[config.mk]
export PLATFORM = sky130hd
export DESIGN_NAME = imu_frame_parser
export DESIGN_NICKNAME = d
export VERILOG_FILES = /design/src/design/ifp_pkg.sv /design/src/design/imu_frame_parser.sv /design/src/design/ifp_front.sv /design/src/design/ifp_queue.sv /design/src/design/ifp_back.sv
export SDC_FILE = /design/constraint.sdc
export NUM_CORES = 2
export LEC_CHECK = 0
export ABC_AREA = 1
export BUFFER_PORTS_ARGS = -buffer_cell sky130_fd_sc_hd__buf_2
export CORE_MARGIN = 2
export CORE_UTILIZATION = 38
export CTS_CLUSTER_SIZE = 10
export DETAILED_ROUTE_END_ITERATION = 10
export PLACE_DENSITY = 0.52
export SYNTH_ARGS = -nofsm -noshare
export SYNTH_HDL_FRONTEND = slang
export SYNTH_SLANG_ARGS = --single-unit
[constraint.sdc]
create_clock -name clk_i -period 7 [get_ports clk_i]
set_input_delay 2.1 -clock clk_i [delete_from_list [all_inputs] [get_ports clk_i]]
set_output_delay 2.1 -clock clk_i [all_outputs]
set_load 0.01 [all_outputs]
[src/design/ifp_pkg.sv]
`timescale 1ns / 1ps
// ----------------------------------------------------------------------------
// ifp_pkg
// Shared types and constants for the IMU serial frame parser: byte codes,
// packet kinds, register indexes and the frame record passed front to back.
// ----------------------------------------------------------------------------
package ifp_pkg;

  // Serial frame byte codes
  localparam logic [7:0] HdrByte   = 8'h55;
  localparam logic [7:0] TypeAccel = 8'h51;
  localparam logic [7:0] TypeRate  = 8'h52;
  localparam logic [7:0] TypeAngle = 8'h53;

  // Byte positions within a frame
  localparam logic [3:0] KindPos   = 4'd1;
  localparam logic [3:0] FirstData = 4'd2;
  localparam logic [3:0] LastData  = 4'd9;
  localparam logic [3:0] SumPos    = 4'd10;

  // Result packet kinds
  localparam logic [1:0] KindAccel = 2'd0;
  localparam logic [1:0] KindRate  = 2'd1;
  localparam logic [1:0] KindAngle = 2'd2;

  // Configuration register indexes and reset values
  localparam logic CfgAccelFs = 1'b0;
  localparam logic CfgGyroFs  = 1'b1;
  localparam logic [4:0]  AccelFsReset = 5'd16;
  localparam logic [10:0] GyroFsReset  = 11'd2000;

  // Angle range in degrees
  localparam logic [10:0] AngleRange = 11'd180;

  // Divide by 17: floor(m / 17) == (m * Recip17) >> Recip17Shift for m < 2^20
  localparam logic [15:0] Recip17      = 16'd61681;
  localparam int          Recip17Shift = 20;

  // Temperature offset in hundredths of a degree
  localparam logic signed [14:0] TempOffset = 15'sd3653;

  // Frame queue geometry
  localparam int QDepth = 2;
  localparam int QPtrW  = $clog2(QDepth);
  localparam int QCntW  = $clog2(QDepth + 1);

  // One good frame as handed from the front to the back
  typedef struct packed {
    logic [1:0]          kind;
    logic signed [15:0]  raw_x;
    logic signed [15:0]  raw_y;
    logic signed [15:0]  raw_z;
    logic signed [15:0]  raw_t;
  } frame_t;

endpackage

[src/design/imu_frame_parser.sv]
`timescale 1ns / 1ps
// ----------------------------------------------------------------------------
// imu_frame_parser
// Assembles 11-byte serial IMU frames, checks the sum and type, and emits the
// three axes scaled to 2^-16 units plus temperature in hundredths of a degree.
// ----------------------------------------------------------------------------
//  channel | handshake                   | payload
//  --------+-----------------------------+-------------------------------------
//  in      | in_valid_i / in_stall_o     | rx_byte_i
//  out     | out_valid_o / out_stall_i   | packet_kind_o, axis_*_o, temperature_o
//  cfg     | cfg_valid_i / cfg_ready_o   | cfg_index_i, cfg_data_i
//
//  One byte per cycle is taken; the assembler only stalls when the two-entry
//  frame queue is full.
//  A result passes from the edge that takes its checksum byte through the
//  queue write on that edge, then the product stage, then the divide-by-17
//  stage with the output register.
//  Reset clears byte count, sum, queue and pipeline valids; registers return
//  to 16 g and 2000 deg/s. cfg_ready_o is always high.
// ----------------------------------------------------------------------------
module imu_frame_parser (
  input  logic               clk_i,
  input  logic               rst_ni,
  input  logic               in_valid_i,
  output logic               in_stall_o,
  input  logic [7:0]         rx_byte_i,
  output logic               out_valid_o,
  input  logic               out_stall_i,
  output logic [1:0]         packet_kind_o,
  output logic signed [27:0] axis_x_o,
  output logic signed [27:0] axis_y_o,
  output logic signed [27:0] axis_z_o,
  output logic signed [14:0] temperature_o,
  input  logic               cfg_valid_i,
  output logic               cfg_ready_o,
  input  logic               cfg_index_i,
  input  logic [10:0]        cfg_data_i
);
  import ifp_pkg::*;

  logic        accept;
  logic        push, pop, q_full, q_empty;
  frame_t      push_frame, head_frame;
  logic [4:0]  accel_fs_q;
  logic [10:0] gyro_fs_q;

  // Hold input while the frame queue is full
  assign in_stall_o  = q_full;
  assign accept      = in_valid_i && !in_stall_o;
  assign cfg_ready_o = 1'b1;

  // Configuration registers
  always_ff @(posedge clk_i or negedge rst_ni) begin
    if (!rst_ni) begin
      accel_fs_q <= AccelFsReset;
      gyro_fs_q  <= GyroFsReset;
    end else if (cfg_valid_i && cfg_ready_o) begin
      case (cfg_index_i)
        CfgAccelFs: accel_fs_q <= cfg_data_i[4:0];
        CfgGyroFs:  gyro_fs_q  <= cfg_data_i;
        default: ;
      endcase
    end
  end

  ifp_front u_front (
    .clk_i     (clk_i),
    .rst_ni    (rst_ni),
    .accept_i  (accept),
    .rx_byte_i (rx_byte_i),
    .push_o    (push),
    .frame_o   (push_frame)
  );

  ifp_queue u_queue (
    .clk_i   (clk_i),
    .rst_ni  (rst_ni),
    .push_i  (push),
    .wdata_i (push_frame),
    .pop_i   (pop),
    .rdata_o (head_frame),
    .full_o  (q_full),
    .empty_o (q_empty)
  );

  ifp_back u_back (
    .clk_i         (clk_i),
    .rst_ni        (rst_ni),
    .in_valid_i    (!q_empty),
    .frame_i       (head_frame),
    .pop_o         (pop),
    .accel_fs_i    (accel_fs_q),
    .gyro_fs_i     (gyro_fs_q),
    .out_valid_o   (out_valid_o),
    .out_stall_i   (out_stall_i),
    .packet_kind_o (packet_kind_o),
    .axis_x_o      (axis_x_o),
    .axis_y_o      (axis_y_o),
    .axis_z_o      (axis_z_o),
    .temperature_o (temperature_o)
  );

endmodule

[src/design/ifp_front.sv]
`timescale 1ns / 1ps
// ----------------------------------------------------------------------------
// ifp_front
// Frame assembler: counts bytes, keeps the running sum, stores the payload and
// pushes one record for each frame with a good sum and a known type.
// ----------------------------------------------------------------------------
module ifp_front (
  input  logic           clk_i,
  input  logic           rst_ni,
  input  logic           accept_i,
  input  logic [7:0]     rx_byte_i,
  output logic           push_o,
  output ifp_pkg::frame_t frame_o
);
  import ifp_pkg::*;

  logic [3:0] count_q, count_d;
  logic [7:0] sum_q, sum_d;
  logic [7:0] type_q;
  logic [7:0] data_q [8];
  logic [2:0] data_idx;
  logic       is_data;
  logic       kind_ok;
  logic [1:0] kind;

  // Track position and checksum within the frame
  always_comb begin
    count_d = count_q;
    sum_d   = sum_q;
    if (accept_i) begin
      if (count_q == 4'd0) begin
        if (rx_byte_i == HdrByte) begin
          count_d = 4'd1;
          sum_d   = rx_byte_i;
        end
      end else if (count_q < SumPos) begin
        count_d = count_q + 4'd1;
        sum_d   = sum_q + rx_byte_i;
      end else begin
        count_d = 4'd0;
        sum_d   = 8'd0;
      end
    end
  end

  always_ff @(posedge clk_i or negedge rst_ni) begin
    if (!rst_ni) begin
      count_q <= 4'd0;
      sum_q   <= 8'd0;
    end else begin
      count_q <= count_d;
      sum_q   <= sum_d;
    end
  end

  // Store type and payload bytes
  assign is_data  = (count_q >= FirstData) && (count_q <= LastData);
  assign data_idx = 3'(count_q - FirstData);

  always_ff @(posedge clk_i) begin
    if (accept_i && count_q == KindPos) begin
      type_q <= rx_byte_i;
    end
    if (accept_i && is_data) begin
      data_q[data_idx] <= rx_byte_i;
    end
  end

  // Classify the frame type
  always_comb begin
    kind_ok = 1'b1;
    case (type_q)
      TypeAccel: kind = KindAccel;
      TypeRate:  kind = KindRate;
      TypeAngle: kind = KindAngle;
      default: begin
        kind    = KindAccel;
        kind_ok = 1'b0;
      end
    endcase
  end

  // Push on the checksum byte of a good frame
  assign push_o = accept_i && (count_q == SumPos) && (sum_q == rx_byte_i) && kind_ok;

  assign frame_o.kind  = kind;
  assign frame_o.raw_x = {data_q[1], data_q[0]};
  assign frame_o.raw_y = {data_q[3], data_q[2]};
  assign frame_o.raw_z = {data_q[5], data_q[4]};
  assign frame_o.raw_t = {data_q[7], data_q[6]};

  a_count_range: assert property (@(posedge clk_i) disable iff (!rst_ni)
    count_q <= SumPos)
    else $error("byte count beyond checksum position");

  a_push_on_sum: assert property (@(posedge clk_i) disable iff (!rst_ni)
    push_o |-> (count_q == SumPos) && (sum_q == rx_byte_i))
    else $error("frame pushed without matching checksum");

endmodule

[src/design/ifp_queue.sv]
`timescale 1ns / 1ps
// ----------------------------------------------------------------------------
// ifp_queue
// Short FIFO of frame records between the assembler and the scaling pipeline.
// ----------------------------------------------------------------------------
module ifp_queue (
  input  logic            clk_i,
  input  logic            rst_ni,
  input  logic            push_i,
  input  ifp_pkg::frame_t wdata_i,
  input  logic            pop_i,
  output ifp_pkg::frame_t rdata_o,
  output logic            full_o,
  output logic            empty_o
);
  import ifp_pkg::*;

  frame_t           mem_q [QDepth];
  logic [QPtrW-1:0] wr_ptr_q, rd_ptr_q;
  logic [QCntW-1:0] cnt_q;

  assign full_o  = (cnt_q == QCntW'(QDepth));
  assign empty_o = (cnt_q == '0);
  assign rdata_o = mem_q[rd_ptr_q];

  // Advance pointers and fill count
  always_ff @(posedge clk_i or negedge rst_ni) begin
    if (!rst_ni) begin
      wr_ptr_q <= '0;
      rd_ptr_q <= '0;
      cnt_q    <= '0;
    end else begin
      if (push_i) wr_ptr_q <= wr_ptr_q + 1'b1;
      if (pop_i)  rd_ptr_q <= rd_ptr_q + 1'b1;
      if (push_i && !pop_i) begin
        cnt_q <= cnt_q + 1'b1;
      end else if (pop_i && !push_i) begin
        cnt_q <= cnt_q - 1'b1;
      end
    end
  end

  // Write storage
  always_ff @(posedge clk_i) begin
    if (push_i) mem_q[wr_ptr_q] <= wdata_i;
  end

  a_no_overflow: assert property (@(posedge clk_i) disable iff (!rst_ni)
    !(push_i && full_o))
    else $error("push into full frame queue");

  a_no_underflow: assert property (@(posedge clk_i) disable iff (!rst_ni)
    !(pop_i && empty_o))
    else $error("pop from empty frame queue");

endmodule

[src/design/ifp_back.sv]
`timescale 1ns / 1ps
// ----------------------------------------------------------------------------
// ifp_back
// Scaling pipeline: stage A multiplies axes by twice the full scale and forms
// raw*5 for temperature; stage B divides by 17, adds the offset and holds the
// result for the output channel.
// ----------------------------------------------------------------------------
module ifp_back (
  input  logic               clk_i,
  input  logic               rst_ni,
  input  logic               in_valid_i,
  input  ifp_pkg::frame_t    frame_i,
  output logic               pop_o,
  input  logic [4:0]         accel_fs_i,
  input  logic [10:0]        gyro_fs_i,
  output logic               out_valid_o,
  input  logic               out_stall_i,
  output logic [1:0]         packet_kind_o,
  output logic signed [27:0] axis_x_o,
  output logic signed [27:0] axis_y_o,
  output logic signed [27:0] axis_z_o,
  output logic signed [14:0] temperature_o
);
  import ifp_pkg::*;

  logic               a_ready, b_ready;
  logic [10:0]        fs;
  logic signed [12:0] fs2;
  logic signed [28:0] px, py, pz;
  logic signed [18:0] t5;
  logic               a_valid_q;
  logic [1:0]         a_kind_q;
  logic signed [27:0] a_x_q, a_y_q, a_z_q;
  logic               a_tneg_q;
  logic [17:0]        a_tmag_q;
  logic [33:0]        tprod;
  logic [13:0]        tquot;
  logic signed [14:0] tsigned;
  logic               b_valid_q;
  logic [1:0]         b_kind_q;
  logic signed [27:0] b_x_q, b_y_q, b_z_q;
  logic signed [14:0] b_t_q;

  assign b_ready = !b_valid_q || !out_stall_i;
  assign a_ready = !a_valid_q || b_ready;
  assign pop_o   = in_valid_i && a_ready;

  // Select full scale by packet kind
  always_comb begin
    case (frame_i.kind)
      KindAccel: fs = {6'd0, accel_fs_i};
      KindRate:  fs = gyro_fs_i;
      KindAngle: fs = AngleRange;
      default:   fs = '0;
    endcase
  end

  assign fs2 = $signed({1'b0, fs, 1'b0});
  assign px  = frame_i.raw_x * fs2;
  assign py  = frame_i.raw_y * fs2;
  assign pz  = frame_i.raw_z * fs2;
  assign t5  = (19'(frame_i.raw_t) <<< 2) + 19'(frame_i.raw_t);

  // Stage A: axis products and temperature magnitude
  always_ff @(posedge clk_i or negedge rst_ni) begin
    if (!rst_ni) begin
      a_valid_q <= 1'b0;
    end else if (a_ready) begin
      a_valid_q <= in_valid_i;
    end
  end

  always_ff @(posedge clk_i) begin
    if (pop_o) begin
      a_kind_q <= frame_i.kind;
      a_x_q    <= px[27:0];
      a_y_q    <= py[27:0];
      a_z_q    <= pz[27:0];
      a_tneg_q <= t5[18];
      a_tmag_q <= t5[18] ? 18'(-t5) : 18'(t5);
    end
  end

  // Stage B: divide by 17, restore sign, add offset
  assign tprod   = 34'(a_tmag_q) * 34'(Recip17);
  assign tquot   = tprod[Recip17Shift +: 14];
  assign tsigned = a_tneg_q ? -$signed({1'b0, tquot}) : $signed({1'b0, tquot});

  always_ff @(posedge clk_i or negedge rst_ni) begin
    if (!rst_ni) begin
      b_valid_q <= 1'b0;
    end else if (b_ready) begin
      b_valid_q <= a_valid_q;
    end
  end

  always_ff @(posedge clk_i) begin
    if (a_valid_q && b_ready) begin
      b_kind_q <= a_kind_q;
      b_x_q    <= a_x_q;
      b_y_q    <= a_y_q;
      b_z_q    <= a_z_q;
      b_t_q    <= tsigned + TempOffset;
    end
  end

  assign out_valid_o   = b_valid_q;
  assign packet_kind_o = b_kind_q;
  assign axis_x_o      = b_x_q;
  assign axis_y_o      = b_y_q;
  assign axis_z_o      = b_z_q;
  assign temperature_o = b_t_q;

endmodule

==> impl_metrics.env <==
export IMPL_firstDrtPassIters=7
export IMPL_min_path_type="flop to flop"
export IMPL_setup_viol=0
export IMPL_synth_top_area_share_pct=30.39
export IMPL_synth_cell_types=52
export IMPL_worstSetupPathType="flop to flop"
export IMPL_postPlaceCellArea_mm2=0.04280
export IMPL_clock_latency_ns=0.68
export IMPL_layout_setup_ws_ns=0.4176
export IMPL_synth_flop_cell="edfxtp_1"
export IMPL_tightest_slew_ns=0.9193
export IMPL_grt_use_total_pct=17.37
export IMPL_clkSinkCount=438
export IMPL_r2r_start="u_queue.rd_ptr_q"
export IMPL_layout_nets=5122
export IMPL_detail_route_antenna_nets=0
export IMPL_chipHeight_um=328.1
export IMPL_grt_ovfl_total=0
export IMPL_cts_max_level=2
export IMPL_crit_arrival_ns=6.95
export IMPL_finalCriticalPeriod_ns=6.582
export IMPL_vias=25960
export IMPL_worstHoldPathCells=0
export IMPL_drt_wl_total_um=89940
export IMPL_synth_largest_area_cell="edfxtp_1"
export IMPL_die_area_mm2=0.1077
export IMPL_fin_cells=5627
export IMPL_synth_seq_cells=438
export IMPL_grt_pass1_vias=27410
export IMPL_port_buffers=124
export IMPL_syn_area_mm2=0.03992
export IMPL_die_w_um=328.1
export IMPL_finalCritPeriodShare_pct=94.03
export IMPL_rsz0062_at_grt="false"
export IMPL_run_status="complete, no violations"
export IMPL_mostFrequentLayoutCell="inv_1"
export IMPL_grt_max_degree=102
export IMPL_place_ws_ns=-0.0002918
export IMPL_cp_end_kind="flop"
export IMPL_slew_viol_final=0
export IMPL_cap_viol_max_count=0
export IMPL_synth_warnings=0
export IMPL_r2r_end="u_back.a_y_q[26]"
export IMPL_clk_pin_slew_ns=0.06
export IMPL_grt_pass1_wl_um=146900
export IMPL_synthTopCellsByArea="edfxtp_1 30%, fa_1 28%, ha_1 10%, inv_1 8.7%, nand2_1 6.5%"
export IMPL_synth_seq_area_share_pct=32.54
export IMPL_synth_edf_count=404
export IMPL_syn_area_per_cell_um2=9.988
export IMPL_max_freq_ghz=0.1519
export IMPL_hold_viol=0
export IMPL_min_to="u_queue.mem_q[0][36]"
export IMPL_rows=118
export IMPL_gp_congestion=0.8352
export IMPL_clk_path_buf_depth=3
export IMPL_required_ns=7.36
export IMPL_stdcell_area_mm2=0.04470
export IMPL_place_hpwl_um=70120
export IMPL_core_mm2=0.1038
export IMPL_vias_per_cell=4.613
export IMPL_cp_max_fo=6
export IMPL_wl_per_cell_um=15.98
export IMPL_startpoint_type="flop"
export IMPL_hold_path_startpoint="u_front.data_q[2][4]"
export IMPL_async_flop_share_pct=7.763
export IMPL_route_detailed_drc=0
export IMPL_drtIter0Drc=1378
export IMPL_ioPinCount=129
export IMPL_mostFrequentLayoutCells="921 x inv_1, 685 x nand2_1, 558 x fa_1"
export IMPL_reg2reg_depth=25
export IMPL_cts_buffers=54
export IMPL_clock_tree_root_cell="clkbuf_16"
export IMPL_reg2reg_slack_ns=0.42
export IMPL_finClkSkew_ns=0.07005
export IMPL_drive_above_1_share_pct=9.209
export IMPL_slew_headroom_pct=38.71
export IMPL_area_growth_pct=11.96
export IMPL_syn_instance_count=3997
export IMPL_placedCellCount=5516
export IMPL_cts_tree="done"
export IMPL_grt_antenna_before_repair=1
export IMPL_start_util_pct=38.46
export IMPL_fillers=10120
export IMPL_finish_utilization_pct=43.06
[sequential cells by signal, summed over array words and instances, names as in the netlist, 4 cells and up]
name                  cells
u_front.data_q           64
u_back.a_y_q             27
accel_fs_q                5
u_back.axis_y_o          27
u_back.a_z_q             27
u_back.axis_x_o          27
u_front.count_q           4
u_back.temperature_o     15
u_back.a_tmag_q          18
u_back.axis_z_o          27
gyro_fs_q                11
u_back.a_x_q             27
u_front.type_q            8
u_front.sum_q             8
u_queue.mem_q           132
[cells in the mapped netlist (8+ instances only)]
library cell	count
a31oi_1	9
inv_2	12
inv_1	923
xnor2_1	48
ha_1	331
edfxtp_1	404
nand2_2	24
nor2_1	376
o21a_1	8
o21bai_1	9
xor2_1	86
fa_1	558
o21ai_1	52
dfrtp_1	27
clkinv_1	11
nand3_1	57
nand4_1	16
a21oi_1	117
nand2_1	689
o21ai_0	72
clkbuf_1	56
nor3_1	19
[area by class of cell]
cell class                      instances  area [um2]  share of cell area [%]
Clock inverter                         15       203.9                  0.4563
Tap cell                             1380        1727                   3.863
Sequential cell                       438       13000                   29.07
Inverter                              946        3575                   7.998
Multi-Input combinational cell       2547       23210                   51.93
Antenna cell                            1       2.502                0.005599
Timing Repair inverter                  1       5.005                 0.01120
Clock buffer                           79        1475                   3.300
Timing Repair Buffer                  220        1504                   3.365
[logic make-up (layout without fill, tap and decap cells)]
kind of cell / count (synthesis) / in the layout / synth area share, %
AOI/OAI and AO/OA: 290 / 291 / 3.933
xor gates and xnor gates: 134 / 134 / 2.940
adders and majority gates: 889 / 889 / 38.36
buffers and inverters: 1015 / 1261 / 9.591
DFF: 438 / 438 / 32.54
muxes: 6 / 6 / 0.1692
other: 2 / 5 / 0.01881
and+or+nand+nor: 1223 / 1223 / 12.45
[per-stage QoR]
stage	setup TNS (ns)	hold slack, ns
floorplan	0	0.4003
global placement	0	0.4014
detailed placement	-0.0002918	0.4045
CTS	0	0.4125
global route	0	0.4193
finish	0	0.4101
[per-layer routing]
metal / up-vias / share of wire, % / track usage, % / routed length, um
li1: 12700 / - / - / -
met1: 12730 / 46 / 23.75 / 41700
met2: 450 / 48 / 29.48 / 42840
met3: 76 / 4.2 / 2.198 / 3780
met4: 0 / 1.8 / 3.939 / 1610
met5: - / 0 / 0 / 0
[critical path: stages (launching register included)]
cell      delay (ns)
dfrtp_4         0.45
inv_2           0.05
or2_1           0.19
o21ai_0         0.13
inv_2           0.12
nor2_2          0.19
inv_4           0.12
or2_2           0.32
nand2_4         0.16
buf_4           0.32
nor2_1          0.13
fa_1            0.46
inv_1           0.23
fa_1            0.49
fa_1            0.57
fa_1            0.43
fa_1            0.49
inv_1           0.04
ha_1            0.34
nand2_1         0.08
o21ai_0         0.23
a21oi_2         0.07
o21ai_0         0.29
a21oi_1         0.11
o21bai_1        0.16
xor2_1          0.08
[worst max path at each step]
stage | from | slack (ns) | endpoint
6_report | u_queue.rd_ptr_q | 0.42 | u_back.a_y_q[26]
5_1_grt | u_back.a_tmag_q[4] | 0.002 | u_back.temperature_o[14]
3_3_place_gp | u_queue.rd_ptr_q | 0.09 | u_back.a_x_q[27]
4_1_cts | u_queue.rd_ptr_q | 0.1 | u_back.a_z_q[25]
2_1_floorplan | out_stall_i | 0.11 | u_back.axis_x_o[10]
3_5_place_dp | u_queue.rd_ptr_q | -0.0003 | u_back.a_x_q[27]
[repair_timing]
action / in CTS / in global routing
gates resized for setup: 1 / 26
buffers inserted: 0 / 14
hold buffers: 0 / 0
pin swaps: 1 / 2
endpoints found under the setup margin: 3 / 28
gates cloned: 1 / 1
Power is left out: the tool's default activity adds up to more than one toggle a clock period on the data nets, which glitch-free logic cannot reach.
